$ cat src/hdl/mvtf_pkg.sv
package mvtf_pkg;

  localparam int NUM_CHANNELS_DEF = 16;

  // Request codes.
  localparam logic [1:0] REQ_PASS    = 2'd0;
  localparam logic [1:0] REQ_REFRESH = 2'd1;
  localparam logic [1:0] REQ_ALL_OFF = 2'd2;

  // Event kinds.
  localparam logic [1:0] KIND_KEY  = 2'd0;
  localparam logic [1:0] KIND_CTRL = 2'd1;

  // Controller numbers and fixed channel.
  localparam logic [6:0] CTL_MAIN_VOLUME    = 7'd7;
  localparam logic [6:0] CTL_ALL_SOUNDS_OFF = 7'd120;
  localparam logic [6:0] CTL_ALL_NOTES_OFF  = 7'd123;
  localparam logic [3:0] DRUM_CHANNEL       = 4'd9;

  localparam logic [6:0] MAX_DATA     = 7'd127;
  localparam logic [6:0] VOLUME_RESET = 7'd100;
  localparam logic [8:0] FACTOR_RESET = 9'd100;

  // floor(p / 100) = (p * 83887) >> 23 for every p below 91180.
  localparam logic [16:0] RECIP_100   = 17'd83887;
  localparam int          RECIP_SHIFT = 23;

  // Register map: one bit of word index.
  localparam logic REG_VOLUME_FACTOR = 1'b0;
  localparam logic REG_PITCH_SHIFT   = 1'b1;

  typedef enum logic [2:0] {
    ST_IDLE,
    ST_READ,
    ST_MUL1,
    ST_MUL2,
    ST_EMIT
  } state_t;

  typedef struct packed {
    logic load;    // take raw * factor into the product register
    logic finish;  // divide the product by 100 and clamp
  } scale_ctl_t;

endpackage

$ cat src/hdl/mvtf_scale.sv
module mvtf_scale (
  input  logic               clk,
  input  mvtf_pkg::scale_ctl_t ctl,
  input  logic [6:0]         raw,
  input  logic [8:0]         factor,
  output logic [6:0]         scaled
);
  import mvtf_pkg::*;

  logic [15:0] prod;
  logic [32:0] quot_full;
  logic [9:0]  quot;

  // Second stage: reciprocal multiply stands in for the division by 100.
  assign quot_full = 33'(prod) * 33'(RECIP_100);
  assign quot      = quot_full[RECIP_SHIFT +: 10];

  always_ff @(posedge clk) begin
    if (ctl.load) begin
      prod <= 16'(raw) * 16'(factor);
    end
    if (ctl.finish) begin
      scaled <= (quot > 10'(MAX_DATA)) ? MAX_DATA : quot[6:0];
    end
  end

endmodule

$ cat src/hdl/midi_volume_transpose_filter.sv
// A key or other event goes from acceptance through the emit state to the output
// register; a main volume controller goes through the two multiply stages first.
// Requests are taken only while idle. A refresh emits one word per channel (memory
// read, two multiply stages, emit); an all-off request emits one word per cycle
// while the output does not stall. Reset (rst, synchronous): idle,
// no word pending, factor 100, pitch shift 0, every channel volume reads as 100.
module midi_volume_transpose_filter #(
  parameter int NUM_CHANNELS = mvtf_pkg::NUM_CHANNELS_DEF
) (
  input  logic        clk,
  input  logic        rst,
  // APB configuration port
  input  logic        psel,
  input  logic        penable,
  input  logic        pwrite,
  input  logic [2:0]  paddr,
  input  logic [31:0] pwdata,
  output logic [31:0] prdata,
  output logic        pready,
  // Input channel
  input  logic        in_valid,
  output logic        in_ready,
  input  logic [1:0]  req_type,
  input  logic [1:0]  event_kind,
  input  logic [3:0]  channel,
  input  logic [6:0]  key_or_param,
  input  logic [6:0]  data_value,
  // Output channel
  output logic        out_valid,
  input  logic        out_ready,
  output logic [1:0]  out_kind,
  output logic [3:0]  out_channel,
  output logic [6:0]  out_key_or_param,
  output logic [6:0]  out_value,
  output logic        last
);
  import mvtf_pkg::*;

  localparam int CH_W = (NUM_CHANNELS > 1) ? $clog2(NUM_CHANNELS) : 1;

  // ---------------------------------------------------------------------------
  // Configuration registers. Only bit 2 of the address selects a register;
  // the low address bits are ignored as on a word-aligned bus.
  // ---------------------------------------------------------------------------
  logic [8:0] volume_factor;
  logic [7:0] pitch_shift;
  logic       cfg_write;

  assign pready    = 1'b1;
  assign cfg_write = psel && penable && pwrite && pready;

  always_ff @(posedge clk) begin
    if (rst) begin
      volume_factor <= FACTOR_RESET;
      pitch_shift   <= 8'd0;
    end else if (cfg_write) begin
      unique case (paddr[2])
        REG_VOLUME_FACTOR: volume_factor <= pwdata[8:0];
        REG_PITCH_SHIFT:   pitch_shift   <= pwdata[7:0];
      endcase
    end
  end

  always_comb begin
    unique case (paddr[2])
      REG_VOLUME_FACTOR: prdata = 32'(volume_factor);
      REG_PITCH_SHIFT:   prdata = 32'(pitch_shift);
    endcase
  end

  // ---------------------------------------------------------------------------
  // Control state and the latched request.
  // ---------------------------------------------------------------------------
  state_t state, state_next;

  logic [1:0]      req_r;
  logic [1:0]      kind_r;
  logic [3:0]      chan_r;
  logic [6:0]      kp_r;
  logic [6:0]      val_r;
  logic            vol_r;
  logic [CH_W-1:0] cnt;        // channel being swept by refresh or all-off
  logic            sub;        // all-off: 0 for notes off, 1 for sounds off

  logic in_fire;
  logic emit_fire;
  logic sweep_end;
  logic word_last;
  logic vol_in;

  assign in_fire   = in_valid && in_ready;
  assign emit_fire = (state == ST_EMIT) && (!out_valid || out_ready);
  assign sweep_end = (cnt == CH_W'(NUM_CHANNELS - 1));
  assign vol_in    = (event_kind == KIND_CTRL) && (key_or_param == CTL_MAIN_VOLUME);

  // The last word of a request: every pass word, the final channel of a
  // refresh, and the sounds-off word of the final channel of an all-off.
  always_comb begin
    priority case (req_r)
      REQ_REFRESH: word_last = sweep_end;
      REQ_ALL_OFF: word_last = sweep_end && sub;
      default:     word_last = 1'b1;
    endcase
  end

  // ---------------------------------------------------------------------------
  // Channel volume store: a synchronous memory with a registered read.
  // Valid bits stand in for the reset value of 100; an entry never written
  // reads as 100. Writes happen only at acceptance, reads only during a
  // refresh sweep, so the two never meet on the same entry.
  // ---------------------------------------------------------------------------
  logic [6:0]            vol_mem [NUM_CHANNELS];
  logic [NUM_CHANNELS-1:0] vol_valid;
  logic [6:0]            rd_data;
  logic                  rd_valid;
  logic                  mem_we;

  assign mem_we = in_fire && (req_type == REQ_PASS) && vol_in &&
                  ({1'b0, channel} < 5'(NUM_CHANNELS));

  always_ff @(posedge clk) begin
    if (mem_we) begin
      vol_mem[channel[CH_W-1:0]] <= data_value;
    end
    if (state == ST_READ) begin
      rd_data  <= vol_mem[cnt];
      rd_valid <= vol_valid[cnt];
    end
  end

  always_ff @(posedge clk) begin
    if (rst) begin
      vol_valid <= '0;
    end else if (mem_we) begin
      vol_valid[channel[CH_W-1:0]] <= 1'b1;
    end
  end

  // ---------------------------------------------------------------------------
  // Volume scaling: two registered stages, product then divide and clamp.
  // ---------------------------------------------------------------------------
  scale_ctl_t scale_ctl;
  logic [6:0] scale_raw;
  logic [6:0] scaled;

  assign scale_raw = (req_r == REQ_REFRESH) ? (rd_valid ? rd_data : VOLUME_RESET) : val_r;

  mvtf_scale u_scale (
    .clk    (clk),
    .ctl    (scale_ctl),
    .raw    (scale_raw),
    .factor (volume_factor),
    .scaled (scaled)
  );

  // ---------------------------------------------------------------------------
  // Sequencer: next state.
  // ---------------------------------------------------------------------------
  always_comb begin
    state_next = state;
    unique case (state)
      ST_IDLE: begin
        if (in_valid) begin
          priority case (req_type)
            REQ_PASS:    state_next = vol_in ? ST_MUL1 : ST_EMIT;
            REQ_REFRESH: state_next = ST_READ;
            REQ_ALL_OFF: state_next = ST_EMIT;
            default:     state_next = ST_IDLE;
          endcase
        end
      end
      ST_READ: state_next = ST_MUL1;
      ST_MUL1: state_next = ST_MUL2;
      ST_MUL2: state_next = ST_EMIT;
      ST_EMIT: begin
        if (emit_fire) begin
          if (word_last) begin
            state_next = ST_IDLE;
          end else if (req_r == REQ_REFRESH) begin
            state_next = ST_READ;
          end else begin
            state_next = ST_EMIT;
          end
        end
      end
      default: state_next = ST_IDLE;
    endcase
  end

  // Sequencer: outputs.
  always_comb begin
    in_ready         = 1'b0;
    scale_ctl.load   = 1'b0;
    scale_ctl.finish = 1'b0;
    unique case (state)
      ST_IDLE: in_ready         = 1'b1;
      ST_MUL1: scale_ctl.load   = 1'b1;
      ST_MUL2: scale_ctl.finish = 1'b1;
      default: ;
    endcase
  end

  always_ff @(posedge clk) begin
    if (rst) begin
      state <= ST_IDLE;
      cnt   <= '0;
      sub   <= 1'b0;
    end else begin
      state <= state_next;
      if (in_fire) begin
        cnt <= '0;
        sub <= 1'b0;
      end else if (emit_fire && !word_last) begin
        if (req_r == REQ_ALL_OFF && !sub) begin
          sub <= 1'b1;
        end else begin
          sub <= 1'b0;
          cnt <= cnt + 1'b1;
        end
      end
    end
  end

  always_ff @(posedge clk) begin
    if (in_fire) begin
      req_r  <= req_type;
      kind_r <= event_kind;
      chan_r <= channel;
      kp_r   <= key_or_param;
      val_r  <= data_value;
      vol_r  <= vol_in;
    end
  end

  // ---------------------------------------------------------------------------
  // Result word assembly. Key events off the drum channel are transposed and
  // the key is held to 0..127.
  // ---------------------------------------------------------------------------
  logic signed [8:0] key_sum;
  logic [6:0]        key_sat;
  logic [1:0]        word_kind;
  logic [3:0]        word_chan;
  logic [6:0]        word_kp;
  logic [6:0]        word_val;

  assign key_sum = $signed({2'b00, kp_r}) + $signed({pitch_shift[7], pitch_shift});

  always_comb begin
    if (key_sum < 0) begin
      key_sat = 7'd0;
    end else if (key_sum > $signed({2'b00, MAX_DATA})) begin
      key_sat = MAX_DATA;
    end else begin
      key_sat = key_sum[6:0];
    end
  end

  always_comb begin
    priority case (req_r)
      REQ_REFRESH: begin
        word_kind = KIND_CTRL;
        word_chan = 4'(cnt);
        word_kp   = CTL_MAIN_VOLUME;
        word_val  = scaled;
      end
      REQ_ALL_OFF: begin
        word_kind = KIND_CTRL;
        word_chan = 4'(cnt);
        word_kp   = sub ? CTL_ALL_SOUNDS_OFF : CTL_ALL_NOTES_OFF;
        word_val  = 7'd0;
      end
      default: begin
        word_kind = kind_r;
        word_chan = chan_r;
        word_kp   = ((kind_r == KIND_KEY) && (chan_r != DRUM_CHANNEL)) ? key_sat : kp_r;
        word_val  = vol_r ? scaled : val_r;
      end
    endcase
  end

  // Output register: holds a word until the consumer takes it.
  always_ff @(posedge clk) begin
    if (rst) begin
      out_valid <= 1'b0;
    end else if (emit_fire) begin
      out_valid <= 1'b1;
    end else if (out_ready) begin
      out_valid <= 1'b0;
    end
  end

  always_ff @(posedge clk) begin
    if (emit_fire) begin
      out_kind         <= word_kind;
      out_channel      <= word_chan;
      out_key_or_param <= word_kp;
      out_value        <= word_val;
      last             <= word_last;
    end
  end

endmodule
$ cat config.mk
export PLATFORM = sky130hd
export DESIGN_NAME = midi_volume_transpose_filter
export DESIGN_NICKNAME = d
export VERILOG_FILES = /design/src/hdl/mvtf_pkg.sv /design/src/hdl/mvtf_scale.sv /design/src/hdl/midi_volume_transpose_filter.sv
export SDC_FILE = /design/constraint.sdc
export NUM_CORES = 1
export LEC_CHECK = 0
export BUFFER_PORTS_ARGS = -buffer_cell sky130_fd_sc_hd__buf_2
export CORE_MARGIN = 5
export CORE_UTILIZATION = 55
export CTS_CLUSTER_SIZE = 16
export DETAILED_ROUTE_END_ITERATION = 10
export PLACE_DENSITY_LB_ADDON = 0.3
export SKIP_LAST_GASP = 1
export SYNTH_ARGS = -nofsm -noshare
export SYNTH_HDL_FRONTEND = slang
export SYNTH_HIERARCHICAL = 1
export SYNTH_SLANG_ARGS = --single-unit
$ cat constraint.sdc
create_clock -name clk -period 5.22 [get_ports clk]
set_clock_uncertainty 0.05 [all_clocks]
set_input_delay 0 -clock clk [delete_from_list [all_inputs] [get_ports clk]]
set_output_delay 0 -clock clk [all_outputs]
set_load 0.005 [all_outputs]
== Yosys cells after proc, flatten, opt, wreduce, memory -nomap -nowiden ==
Memory sizes are Yosys's and may differ from the RTL's. A register that Yosys moved wholly into a read port is not among the register bits.
Cells that the tools add are included.

* Multiplexer cells: 31
* Order comparisons: 6
* Equality and inequality tests: 14
* Add/subtract/negate cells: 2
* Bitwise gates (word level): 3
* $mul: 2
* Reduce and logical (&&, ||, !) cells: 26

{| class="wikitable"
|+ Operator list
! kind !! count
|-
| case mux 32 bit (2 select lines) || 1
|-
| 2-to-1 mux 7 bit || 6
|-
| multiplier 16 x 17 -> 33 bit, second input constant || 1
|-
| case mux 7 bit (2 select lines) || 2
|-
| multiplier 7 x 9 -> 16 bit || 1
|-
| bitwise OR 16 bit || 1
|-
| 2-to-1 mux 3 bit || 5
|-
| case mux 3 bit (5 select lines) || 1
|-
| logical AND 1 bit || 12
|-
| greater-than comparator 10 x 7 -> 1 bit, second input constant || 1
|-
| < comparator 4 x 5 -> 1 bit, second input constant || 2
|-
| 2-to-1 mux 1 bit || 10
|-
| adder 8 x 8 -> 9 bit || 1
|-
| greater-than comparator 9 x 8 -> 1 bit, second input constant || 1
|-
| < comparator 9 x 1 -> 1 bit, second input constant || 1
|-
| case mux 3 bit (3 select lines) || 1
|-
| AND reduction 2 bit || 4
|-
| equality test 7 x 3 -> 1 bit, second input constant || 1
|-
| equality test 2 x 1 -> 1 bit, second input constant || 3
|-
| equality test 3 x 2 -> 1 bit, second input constant || 2
|-
| adder 4 x 1 -> 4 bit, second input constant || 1
|-
| binary-select mux 1 bit (select 4 bit) || 1
|-
| demux 1 bit (select 4 bit) || 1
|-
| equality test 2 bit, second input constant || 2
|-
| 16 further kinds || 22
|}

* Memories kept: 1
* Logic and storage cells: 106
* Input port bits: 64
* Output and inout bits: 56
* Register bits after elaboration: 110
* Bits in writable memories: 112

{| class="wikitable"
|+ Memory list
! memory !! depth !! bits a word !! rd ports !! clocked after Yosys merged registers in !! wr ports !! line !! source
|-
| vol_mem || 16 || 7 || 1 || 1 || 1 || midi_volume_transpose_filter.sv:112 || <nowiki>logic [6:0] vol_mem [NUM_CHANNELS];</nowiki>
|}

== Logic depth before layout (Yosys ltp) ==
Gate-level depths: netlist (run 1).

* Word-level depth: 7
* Gate-level depth with buffers: 24

== Cells and area by module ==
The synthesis (run 1) kept the hierarchy.

{| class="wikitable"
|+ By module, submodules not included
! module !! area each (um^2) !! seq. area each (um^2) !! cells each !! instances
|-
| midi_volume_transpose_filter || 8901.0 || 5765.5 || 596 || 1
|-
| mvtf_scale || 7561.0 || 690.7 || 766 || 1
|}

== Least setup slack after synthesis (run 1) ==
No wires, ideal clock.

* Path type: register -> register
* Start: register u_scale.prod[10]
* End: register u_scale.scaled[2], data pin
* Data required time: 4.891 ns
* Data arrival time: 5.465 ns
* Stages on the path, launching flop included: 18
* Setup slack: -0.574 ns
* Library setup time: 0.279 ns
* Path through: edfxtp_1 fa_1 fa_1 inv_1 fa_1 inv_1 fa_1 fa_1 fa_1 ha_1 nand3_1 o221ai_1 a21oi_1 and3_1 a21boi_2 o31ai_2 mux2i_2 o211ai_1

* Longest elaborated chain between the ends: 2

{| class="wikitable"
|+ RTL lines
! what !! line !! source
|-
| start: declaration || mvtf_scale.sv:10 || <nowiki>logic [15:0] prod;</nowiki>
|-
| start signal: assignment || mvtf_scale.sv:20 || <nowiki>prod <= 16'(raw) * 16'(factor);</nowiki>
|-
| multiplier 16 x 17 -> 33 bit * || mvtf_scale.sv:15 || <nowiki>assign quot_full = 33'(prod) * 33'(RECIP_100);</nowiki>
|-
| greater-than comparator 10 x 7 -> 1 bit || mvtf_scale.sv:23 || <nowiki>scaled <= (quot > 10'(MAX_DATA)) ? MAX_DATA : quot[6:0];</nowiki>
|-
| end signal: assignment || mvtf_scale.sv:23 ||
|-
| end: declaration || mvtf_scale.sv:6 || <nowiki>output logic [6:0] scaled</nowiki>
|}

Mark *: on every way between the ends. The rest lies on a longest branch, timed or not.
A chain may end at the register's enable or synchronous reset.

== Worst setup path in the final report (run 1) ==
* Start: register u_scale.prod[4]
* End: register u_scale.scaled[2], data pin

The elaborated chain is that of the path after synthesis.

==> results of run 1 <==
[cell usage after synthesis (22+ instances only)]
| cell | instances |
|---|---|
| mux4_2 | 40 |
| clkbuf_1 | 26 |
| inv_1 | 251 |
| o21ai_0 | 23 |
| edfxtp_1 | 187 |
| a21oi_1 | 34 |
| nor2_1 | 41 |
| nand3_1 | 22 |
| and2_1 | 31 |
| buf_4 | 24 |
| fa_1 | 132 |
| dfxtp_1 | 42 |
| nand2_1 | 86 |
| ha_1 | 177 |
[report_power, final]
group          switching (mW)  internal [mW]
logic                    3.52           3.32
registers              0.0404           2.07
clock network           0.731           1.02
total                    4.29           6.40
[through the flow]
| stage | cells | util (%) |
|---|---|---|
| 2_1_floorplan | 1384 | - |
| 3_3_place_gp | 1889 | 60.7 |
| 3_5_place_dp | 1889 | 60.7 |
| 4_1_cts | 1980 | 65.1 |
| 5_1_grt | 1989 | 66.3 |
| 6_report | 1989 | 66.3 |
[layout make-up]
class | count | area share (%)
multi-input combinational | 841 | 46.9
inverter | 252 | 4.83
timing repair buffer | 231 | 8.60
clock inverter | 12 | 0.562
clock buffer | 34 | 3.64
sequential | 229 | 33.0
tap | 390 | 2.49
[sequential cells by signal, indices dropped and copies added, names as in the netlist]
signal            count
chan_r                4
cnt                   4
kind_r                2
kp_r                  7
last                  1
out_channel           4
out_key_or_param      7
out_kind              2
out_valid             1
out_value             7
pitch_shift           8
rd_data               7
rd_valid              1
req_r                 2
state                 3
sub                   1
u_scale/prod         16
u_scale/scaled        7
val_r                 7
vol_mem             112
vol_r                 1
vol_valid            16
volume_factor         9
[critical path, delay by kind of cell, from the launching register on]
family                     cells  cell delay (ns)
and+or+nand+nor                1             0.07
adders and majority gates      7             3.32
buffers and inverters          5             0.39
DFF                            1             0.51
muxes                          1             0.23
AOI/OAI and AO/OA              4             0.81
[layer usage]
layer	global-route usage (%)	wire (um)	vias to the layer above	part of all wire, %
met5	0	0	-	0
met4	5.72	1030	0	2.8
met1	28.3	15000	5282	41
met2	38.2	18800	264	52
met3	2.96	1660	69	4.5
li1	-	-	5078	-
[final timing paths]
check	startpoint	end	slack, ns	cells after the start
worst max register to register	u_scale/prod[4]	u_scale/scaled[2]	-0.43	18
worst max-delay path	u_scale/prod[4]	u_scale/scaled[2]	-0.43	18
worst min register to register	vol_valid[11]	vol_valid[11]	0.42	2
worst min-delay path	rst	volume_factor[0]	0.03	2
[what timing repair did]
action                                  in CTS  in global routing
resized for setup                           13                 43
pin swaps                                   13                 30
buffers inserted                             6                  9
endpoints found under the setup margin       8                 10
endpoints found under the hold margin      188                  0
hold buffers                                39                  0
[cell families after synthesis]
kind of cell	after synthesis
muxes	63
AOI/OAI and AO/OA	153
adders and majority gates	309
xor gates and xnor gates	24
and+or+nand+nor	268
buffers and inverters	314
other	2
DFF	229
==> out/results.tsv, run 1 <==
metric	value	unit
run status	finished with violations	
failing checks	setup timing	
top cell type's share of synthesized area	34.1	%
final net count	1953	
routed vias	10693	
top_reg_cell synth	edfxtp_1	
Max Cap Violations	0	
Slew HR	25.4	%
Site Rows	63	
final hold viol count	0	
critical path class	reg2reg	
cell taking the most area after synthesis	edfxtp_1	
core area	29600	um^2
Post-synth EDFFs	187	
Synth Area in Compound Gates	6.63	%
die area	33500	um^2
Crit path largest cell delay	0.63	ns
number of H-tree levels	1	
CTS tree	built	
first-pass GRT wire length	58000	um
Period Utilization, post-route	108	%
Avg Vias per Cell	5.38	
Post-DP Area	17900	um^2
Die H	183	um
setup TNS	-2.73	ns
mux cell area share after synthesis	7.01	%
Setup crit start kind	flip-flop	
WL/cell	18.3	um
Avg Inst Size Synth	12.1	um^2
Tmin final	5.65	ns
critical path peak fanout	7	
most common cell after layout, fill and taps aside	inv_1	
Filler cells	2141	
Post-DRT Antenna Nets	0	
Slew @ Worst Pin	1.11	ns
critical path, cell by cell	fa_2 > inv_2 > fa_2 > inv_1 > fa_1 > fa_2 > fa_1 > inv_1 > fa_1 > inv_1 > ha_4 > nand2_4 > o311ai_4 > a21boi_4 > o31ai_4 > mux2i_2 > buf_4 > o211ai_1	
DP Worst Slack	-0.486	ns
Worst-path clk slew	0.06	ns
main area contributors after synthesis	edfxtp_1, fa_1, ha_1	
DRT iter0 DRCs	569	
DPL Wire Length	27500	um
RSZ-0062 raised after global routing	yes	
die width	183	um
Synth Cell Area	16500	um^2
Post-Route WL	36500	um
I/O pins	120	
Async S/R FF share, synth	0	%
share of cells above drive strength 1	23.2	%
multi-input logic area	9190	um^2
Final WS setup	-0.431	ns
FMAX	177	MHz
initial antenna violation count	0	
Unique masters post-synth	82	
IO Port Bufs	70	
Num CTS Buffers	25	
Initial Util	55.7	%
Overall Global Routing Usage	21.6	%
critical path required time	5.44	ns
CTS Root Cell	clkbuf_16	
leak pwr	8.51	nW
post-synthesis xor/xnor area fraction	1.28	%
Synth Instances	1362	
Worst Hold Class	in2reg	
Pre-antenna DRT Iters	5	
DRC errors left	0	
most frequent cells in the layout	inv_1, edfxtp_1, ha_1, fa_1, buf_4	
vias in the first global route	11170	
Crit. End Element	flip-flop	
Fin Hold WS	0.0323	ns
ant diodes	0	
Final GP Congestion	0.913	
worst-skew pair later-pin latency	0.53	ns
power per cell area	546	nW/um^2
worst vdd ir	714	uV
GR Overflow Total	0	
Synth Warn #	6	
Bufs on Longest Clock Path	3	
share of the yosys chip area belonging to registers	39.2	%
crit path DAT	5.87	ns
cell area after layout	19600	um^2
P&R area growth vs syn	19.0	%
Setup Viol. Count Final	7	
Register Area	6460	um^2
simple-gate share of the synthesized area	8.46	%
largest family of logic cells by synthesized area	adder cells	
largest net degree at the start of global routing	45	
Total Power	10.7	mW
adder-cell share of the synthesized area	29.5	%
flops & latches, synth	229	
Slew Viols, Final	0	
Clock Sinks	229	
Crit-path slowest cell	fa_2	
(Power assumes the default switching activity.)
==> run 2, diff against run 1 <==
SYNTH_HIERARCHICAL = unset   (was 1)
==> out/results.tsv, run 2 <==
metric	value	unit
Synth Cell Area	16100	um^2
Crit. End Element	flip-flop	
Hold Path Sink	pitch_shift[5]	
Tmin final	5.84	ns
Die H	181	um
cell taking the most area after synthesis	edfxtp_1	
number of flip-flops in the largest register	112	
Bufs on Longest Clock Path	3	
worst vdd ir	557	uV
Post-DRT Antenna Nets	0	
vias in the first global route	11019	
Crit-path slowest cell	fa_1	
Post-Route WL	34400	um
critical path peak fanout	7	
Pre-antenna DRT Iters	4	
Avg Vias per Cell	5.33	
Async S/R FF share, synth	0	%
DRC errors left	0	
Overall Global Routing Usage	21.3	%
ant diodes	0	
first-pass GRT wire length	56900	um
FF-to-FF path depth	21	
Worst Hold Class	in2reg	
Filler cells	2095	
share of cells above drive strength 1	20.8	%
most common cell after layout, fill and taps aside	inv_1	
final hold viol count	0	
critical hold path startpoint	pwrite	
leak pwr	8.35	nW
Avg Inst Size Synth	12.1	um^2
IO Port Bufs	70	
Period Utilization, post-route	112	%
die area	32800	um^2
Crit path largest cell delay	0.60	ns
Slew Viols, Final	0	
WP buf/inv	6	
Initial Util	56.0	%
flops & latches, synth	229	
Hold Crit Depth	4	
Unique masters post-synth	63	
CTS Root Cell	clkbuf_16	
DPL Wire Length	26100	um
most numerous cell in the Yosys netlist	inv_1	
RSZ-0062 raised after global routing	yes	
number of H-tree levels	1	
critical path class	reg2reg	
Slew HR	15.6	%
routed vias	10302	
final net count	1903	
Register Area	6460	um^2
top cell type's share of synthesized area	34.8	%
I/O pins	120	
multi-input logic area	8790	um^2
r2r setup slk	-0.62	ns
main area contributors after synthesis	edfxtp_1, fa_1, ha_1	
Synth Warn #	0	
Slew @ Worst Pin	1.26	ns
Core Util, Final	65.9	%
Total Power	9.56	mW
power per cell area	504	nW/um^2
Worst path top cell family by delay	adder cells	
Final WS setup	-0.618	ns
Num CTS Buffers	24	
reg2reg start	u_scale.prod[14]	
Worst-path clk slew	0.06	ns
largest net degree at the start of global routing	39	
Synth Instances	1330	
Max Cap Violations	0	
FMAX	171	MHz
Setup Viol. Count Final	7	
Clock Sinks	229	
core area	28800	um^2
run status	finished with violations	
DRT iter0 DRCs	523	
worst-skew pair later-pin latency	0.55	ns
critical path, cell by cell	fa_1 > inv_2 > fa_1 > inv_1 > fa_1 > fa_1 > fa_1 > inv_1 > fa_1 > inv_2 > ha_4 > a21oi_2 > o21ai_1 > o21ai_1 > o211ai_1 > buf_4 > buf_6 > a311o_2 > o21ai_4 > xnor2_4 > nand3_2	
most frequent CP cell	fa_1	
top_reg_cell synth	edfxtp_1	
WL/cell	17.8	um
failing checks	setup timing	
Post-synth EDFFs	187	
commonest cells in the netlist	inv_1, edfxtp_1, ha_1, fa_1, nand2_1	
P&R area growth vs syn	17.6	%
critical path required time	5.43	ns
share of the yosys chip area belonging to registers	40.1	%
Site Rows	62	
CTS tree	built	
Final GP Congestion	0.871	
Setup crit start kind	flip-flop	
die width	181	um
GR Overflow Total	0	
initial antenna violation count	0	
most frequent cells in the layout	inv_1, edfxtp_1, ha_1, fa_1, buf_4	
crit path DAT	6.05	ns
worst reg2reg endpoint	u_scale.scaled[2]	
## run 2: cell types whose count changed after synthesis, sizes merged, moves of 7 or more
cell and change:
a31oi +12, inv -17, xor2 +7, and2 -12, a21oi +16, o22ai -19
nor2 +22
## run 2: area by class of cell
| type | count | share of cell area [%] |
|---|---|---|
| clock inverter | 14 | 0.904 |
| sequential | 229 | 34.1 |
| timing repair buffer | 211 | 8.08 |
| multi-input combinational | 830 | 46.4 |
| tap | 384 | 2.53 |
| inverter | 234 | 4.63 |
| clock buffer | 30 | 3.39 |
## run 2: logic make-up (layout without fill, tap and decap cells)
group,Yosys count,in the layout,share of synthesized area (%)
adder cells (fa/ha/maj),309,309,30.1
buffers and inverters,293,489,7.44
AND/OR/NAND/NOR,266,266,7.82
flip-flops,229,229,40.1
AO/OA/AOI/OAI,136,136,5.57
multiplexers,63,63,7.14
XOR/XNOR,32,32,1.79
other,2,24,0.0466
## run 2: worst max path at each step
stage	startpoint	endpoint	slack [ns]	cells past startpoint
final	u_scale.prod[14]	u_scale.scaled[2]	-0.62	21
after global routing	u_scale.prod[14]	u_scale.scaled[3]	-0.84	21
after CTS	u_scale.prod[14]	u_scale.scaled[3]	-0.58	21
after detailed placement	u_scale.prod[13]	u_scale.scaled[4]	-0.84	17
after global placement	u_scale.prod[10]	u_scale.scaled[0]	-0.71	17
after floorplan	u_scale.prod[5]	u_scale.scaled[0]	-0.38	19
## run 2: what timing repair did
action                                 4_1_cts  5_1_grt
hold buffers                                43        0
pin swaps                                   32       15
setup endpoints to repair                    9       10
endpoints found under the hold margin      176        0
buffers inserted                             9        5
resized for setup                           18       26
## run 2: metal layers
metal,global-route usage (%),up-vias,wire (um)
met1,28.4,5140,14500
met5,0,-,0
met2,38.0,227,17800
li1,-,4889,-
met3,2.61,46,1370
met4,4.23,0,654
## run 2: metrics by stage
stage               hold slack (ns)  std cells  TNS, ns  instance area, um^2  setup slack [ns]
finish                       0.0784       1932    -4.21                19000            -0.618
global route                  0.119       1932    -5.82                19000            -0.843
CTS                          0.0267       1927    -3.97                18800            -0.579
detailed placement            0.138       1831    -5.80                17400            -0.837
global placement              0.140       1831    -4.94                17400            -0.708
floorplan                    0.0489       1352    -2.64                16200            -0.379
## run 2: worst register-to-register path: cells and delay by family (launching register included)
family          cells  cell delay [ns]
flops               1             0.43
fa+ha+maj           7             3.22
simple gates        1             0.12
buf+inv             6             0.52
compound gates      6             1.04
xor+xnor            1             0.20
## run 2: power breakdown
part,leakage (nW),switching (mW),internal [mW]
logic,5.92,3.05,2.65
clock network,0.389,0.731,0.993
registers,2.04,0.0397,2.10
==> run 3, diff against run 2 <==
RECOVER_POWER = 100   (was unset)
==> out/results.tsv, run 3 (synthesized netlist as in run 2, its figures left out) <==
metric	value	unit
run status	finished with violations	
failing checks	setup timing	
Slew Viols, Final	0	
Setup Viol. Count Final	10	
CTS Root Cell	clkbuf_16	
Period Utilization, post-route	112	%
Post-DP Area	17400	um^2
Tmin final	5.83	ns
Overall Global Routing Usage	21.3	%
WL/cell	17.8	um
Num CTS Buffers	24	
Worst Hold Class	in2reg	
Final GP Congestion	0.871	
P&R area growth vs syn	16.8	%
DPL Wire Length	26100	um
critical path peak fanout	7	
DRC errors left	0	
power per cell area	507	nW/um^2
worst vdd ir	557	uV
Hold Crit Depth	4	
Site Rows	62	
Die H	181	um
r2r setup slk	-0.61	ns
initial antenna violation count	0	
Post-DRT Antenna Nets	0	
RSZ-0062 raised after global routing	yes	
ant diodes	0	
critical path class	reg2reg	
crit path DAT	6.04	ns
Total Power	9.54	mW
share of cells above drive strength 1	17.1	%
GR Overflow Total	0	
Post-Route WL	34400	um
die width	181	um
final hold viol count	0	
most frequent CP cell	fa_1	
Clock Sinks	229	
I/O pins	120	
Non-Filler Instances	1932	
Initial Util	56.0	%
worst-skew pair later-pin latency	0.54	ns
Avg Vias per Cell	5.32	
critical path required time	5.44	ns
routed vias	10287	
Fin Hold WS	0.0652	ns
placed cell count	1831	
number of flip-flops in the largest register	112	
CTS tree	built	
reg2reg start	u_scale.prod[14]	
Worst-path clk slew	0.06	ns
Final WS setup	-0.606	ns
most frequent cells in the layout	inv_1, edfxtp_1, ha_1, fa_1, nand2_1	
Pre-antenna DRT Iters	5	
Slew @ Worst Pin	1.33	ns
first-pass GRT wire length	56900	um
die area	32800	um^2
worst reg2reg endpoint	u_scale.scaled[2]	
core area	28800	um^2
critical path, cell by cell	fa_1 > inv_2 > fa_1 > inv_1 > fa_1 > fa_1 > fa_1 > inv_1 > fa_1 > inv_2 > ha_4 > a21oi_2 > o21ai_1 > o21ai_1 > o211ai_1 > buf_4 > buf_6 > a311o_2 > o21ai_4 > xnor2_4 > nand3_2	
Bufs on Longest Clock Path	3	
Worst path top cell family by delay	adder cells	
IO Port Bufs	70	
vias in the first global route	11019	
Core Util, Final	65.4	%
leak pwr	8.18	nW
Crit-path slowest cell	fa_1	
Setup crit start kind	flip-flop	
Slew HR	11.5	%
cell area after layout	18800	um^2
DRT iter0 DRCs	501	
most common cell after layout, fill and taps aside	inv_1	
number of H-tree levels	1	
largest net degree at the start of global routing	39	
Crit. End Element	flip-flop	
Crit path largest cell delay	0.60	ns
critical hold path startpoint	pwrite	
FMAX	172	MHz
Hold Path Sink	pitch_shift[0]	
Max Cap Violations	0	
FF-to-FF path depth	21	
final net count	1903	
WP buf/inv	6	
==> run 3: worst max-delay path by stage <==
| stage | from | cells after the start | end |
|---|---|---|---|
| after floorplan | u_scale.prod[5] | 19 | u_scale.scaled[0] |
| after global placement | u_scale.prod[10] | 17 | u_scale.scaled[0] |
| after detailed placement | u_scale.prod[13] | 17 | u_scale.scaled[4] |
| after CTS | u_scale.prod[14] | 21 | u_scale.scaled[3] |
| after global routing | u_scale.prod[14] | 21 | u_scale.scaled[3] |
| final | u_scale.prod[14] | 21 | u_scale.scaled[2] |
==> run 3: worst min-delay path, cell delays in order <==
cell and delay [ns]:
buf_2 0.11, nand4_1 0.28, nand2_1 0.09, a21oi_1 0.13
==> run 3: where the power goes <==
part	leakage, nW	switching [mW]	internal (mW)
Sequential	2.04	0.0393	2.10
Combinational	5.75	3.05	2.63
Clock	0.389	0.732	0.993
==> run 3: metal layers <==
| metal | vias to the layer above | routed length (um) | part of all wire [%] | global-route usage [%] |
|---|---|---|---|---|
| li1 | 4880 | - | - | - |
| met1 | 5157 | 14700 | 43 | 28.4 |
| met2 | 204 | 17900 | 52 | 38.0 |
| met3 | 46 | 1190 | 3.5 | 2.61 |
| met4 | 0 | 652 | 1.9 | 4.23 |
| met5 | - | 0 | 0 | 0 |
==> run 3: through the flow <==
| step | TNS, ns | setup slack [ns] |
|---|---|---|
| floorplan | -2.64 | -0.379 |
| global placement | -4.94 | -0.708 |
| detailed placement | -5.80 | -0.837 |
| CTS | -3.97 | -0.579 |
| global route | -7.53 | -0.843 |
| finish | -4.56 | -0.606 |
==> run 3: what timing repair did <==
item,4_1_cts,5_1_grt
pin swaps,32,15
gates resized for setup,18,26
setup endpoints to repair,9,10
buffers inserted,9,5
hold buffers,43,0
hold endpoints to repair,176,0
==> run 3: layout make-up <==
type / instances / area, um^2
timing repair buffer: 211 / 1450
clock buffer: 30 / 643
fill: 2141 / 9950
tap: 384 / 480
sequential: 229 / 6460
multi-input combinational: 830 / 8750
clock inverter: 14 / 171
inverter: 234 / 878
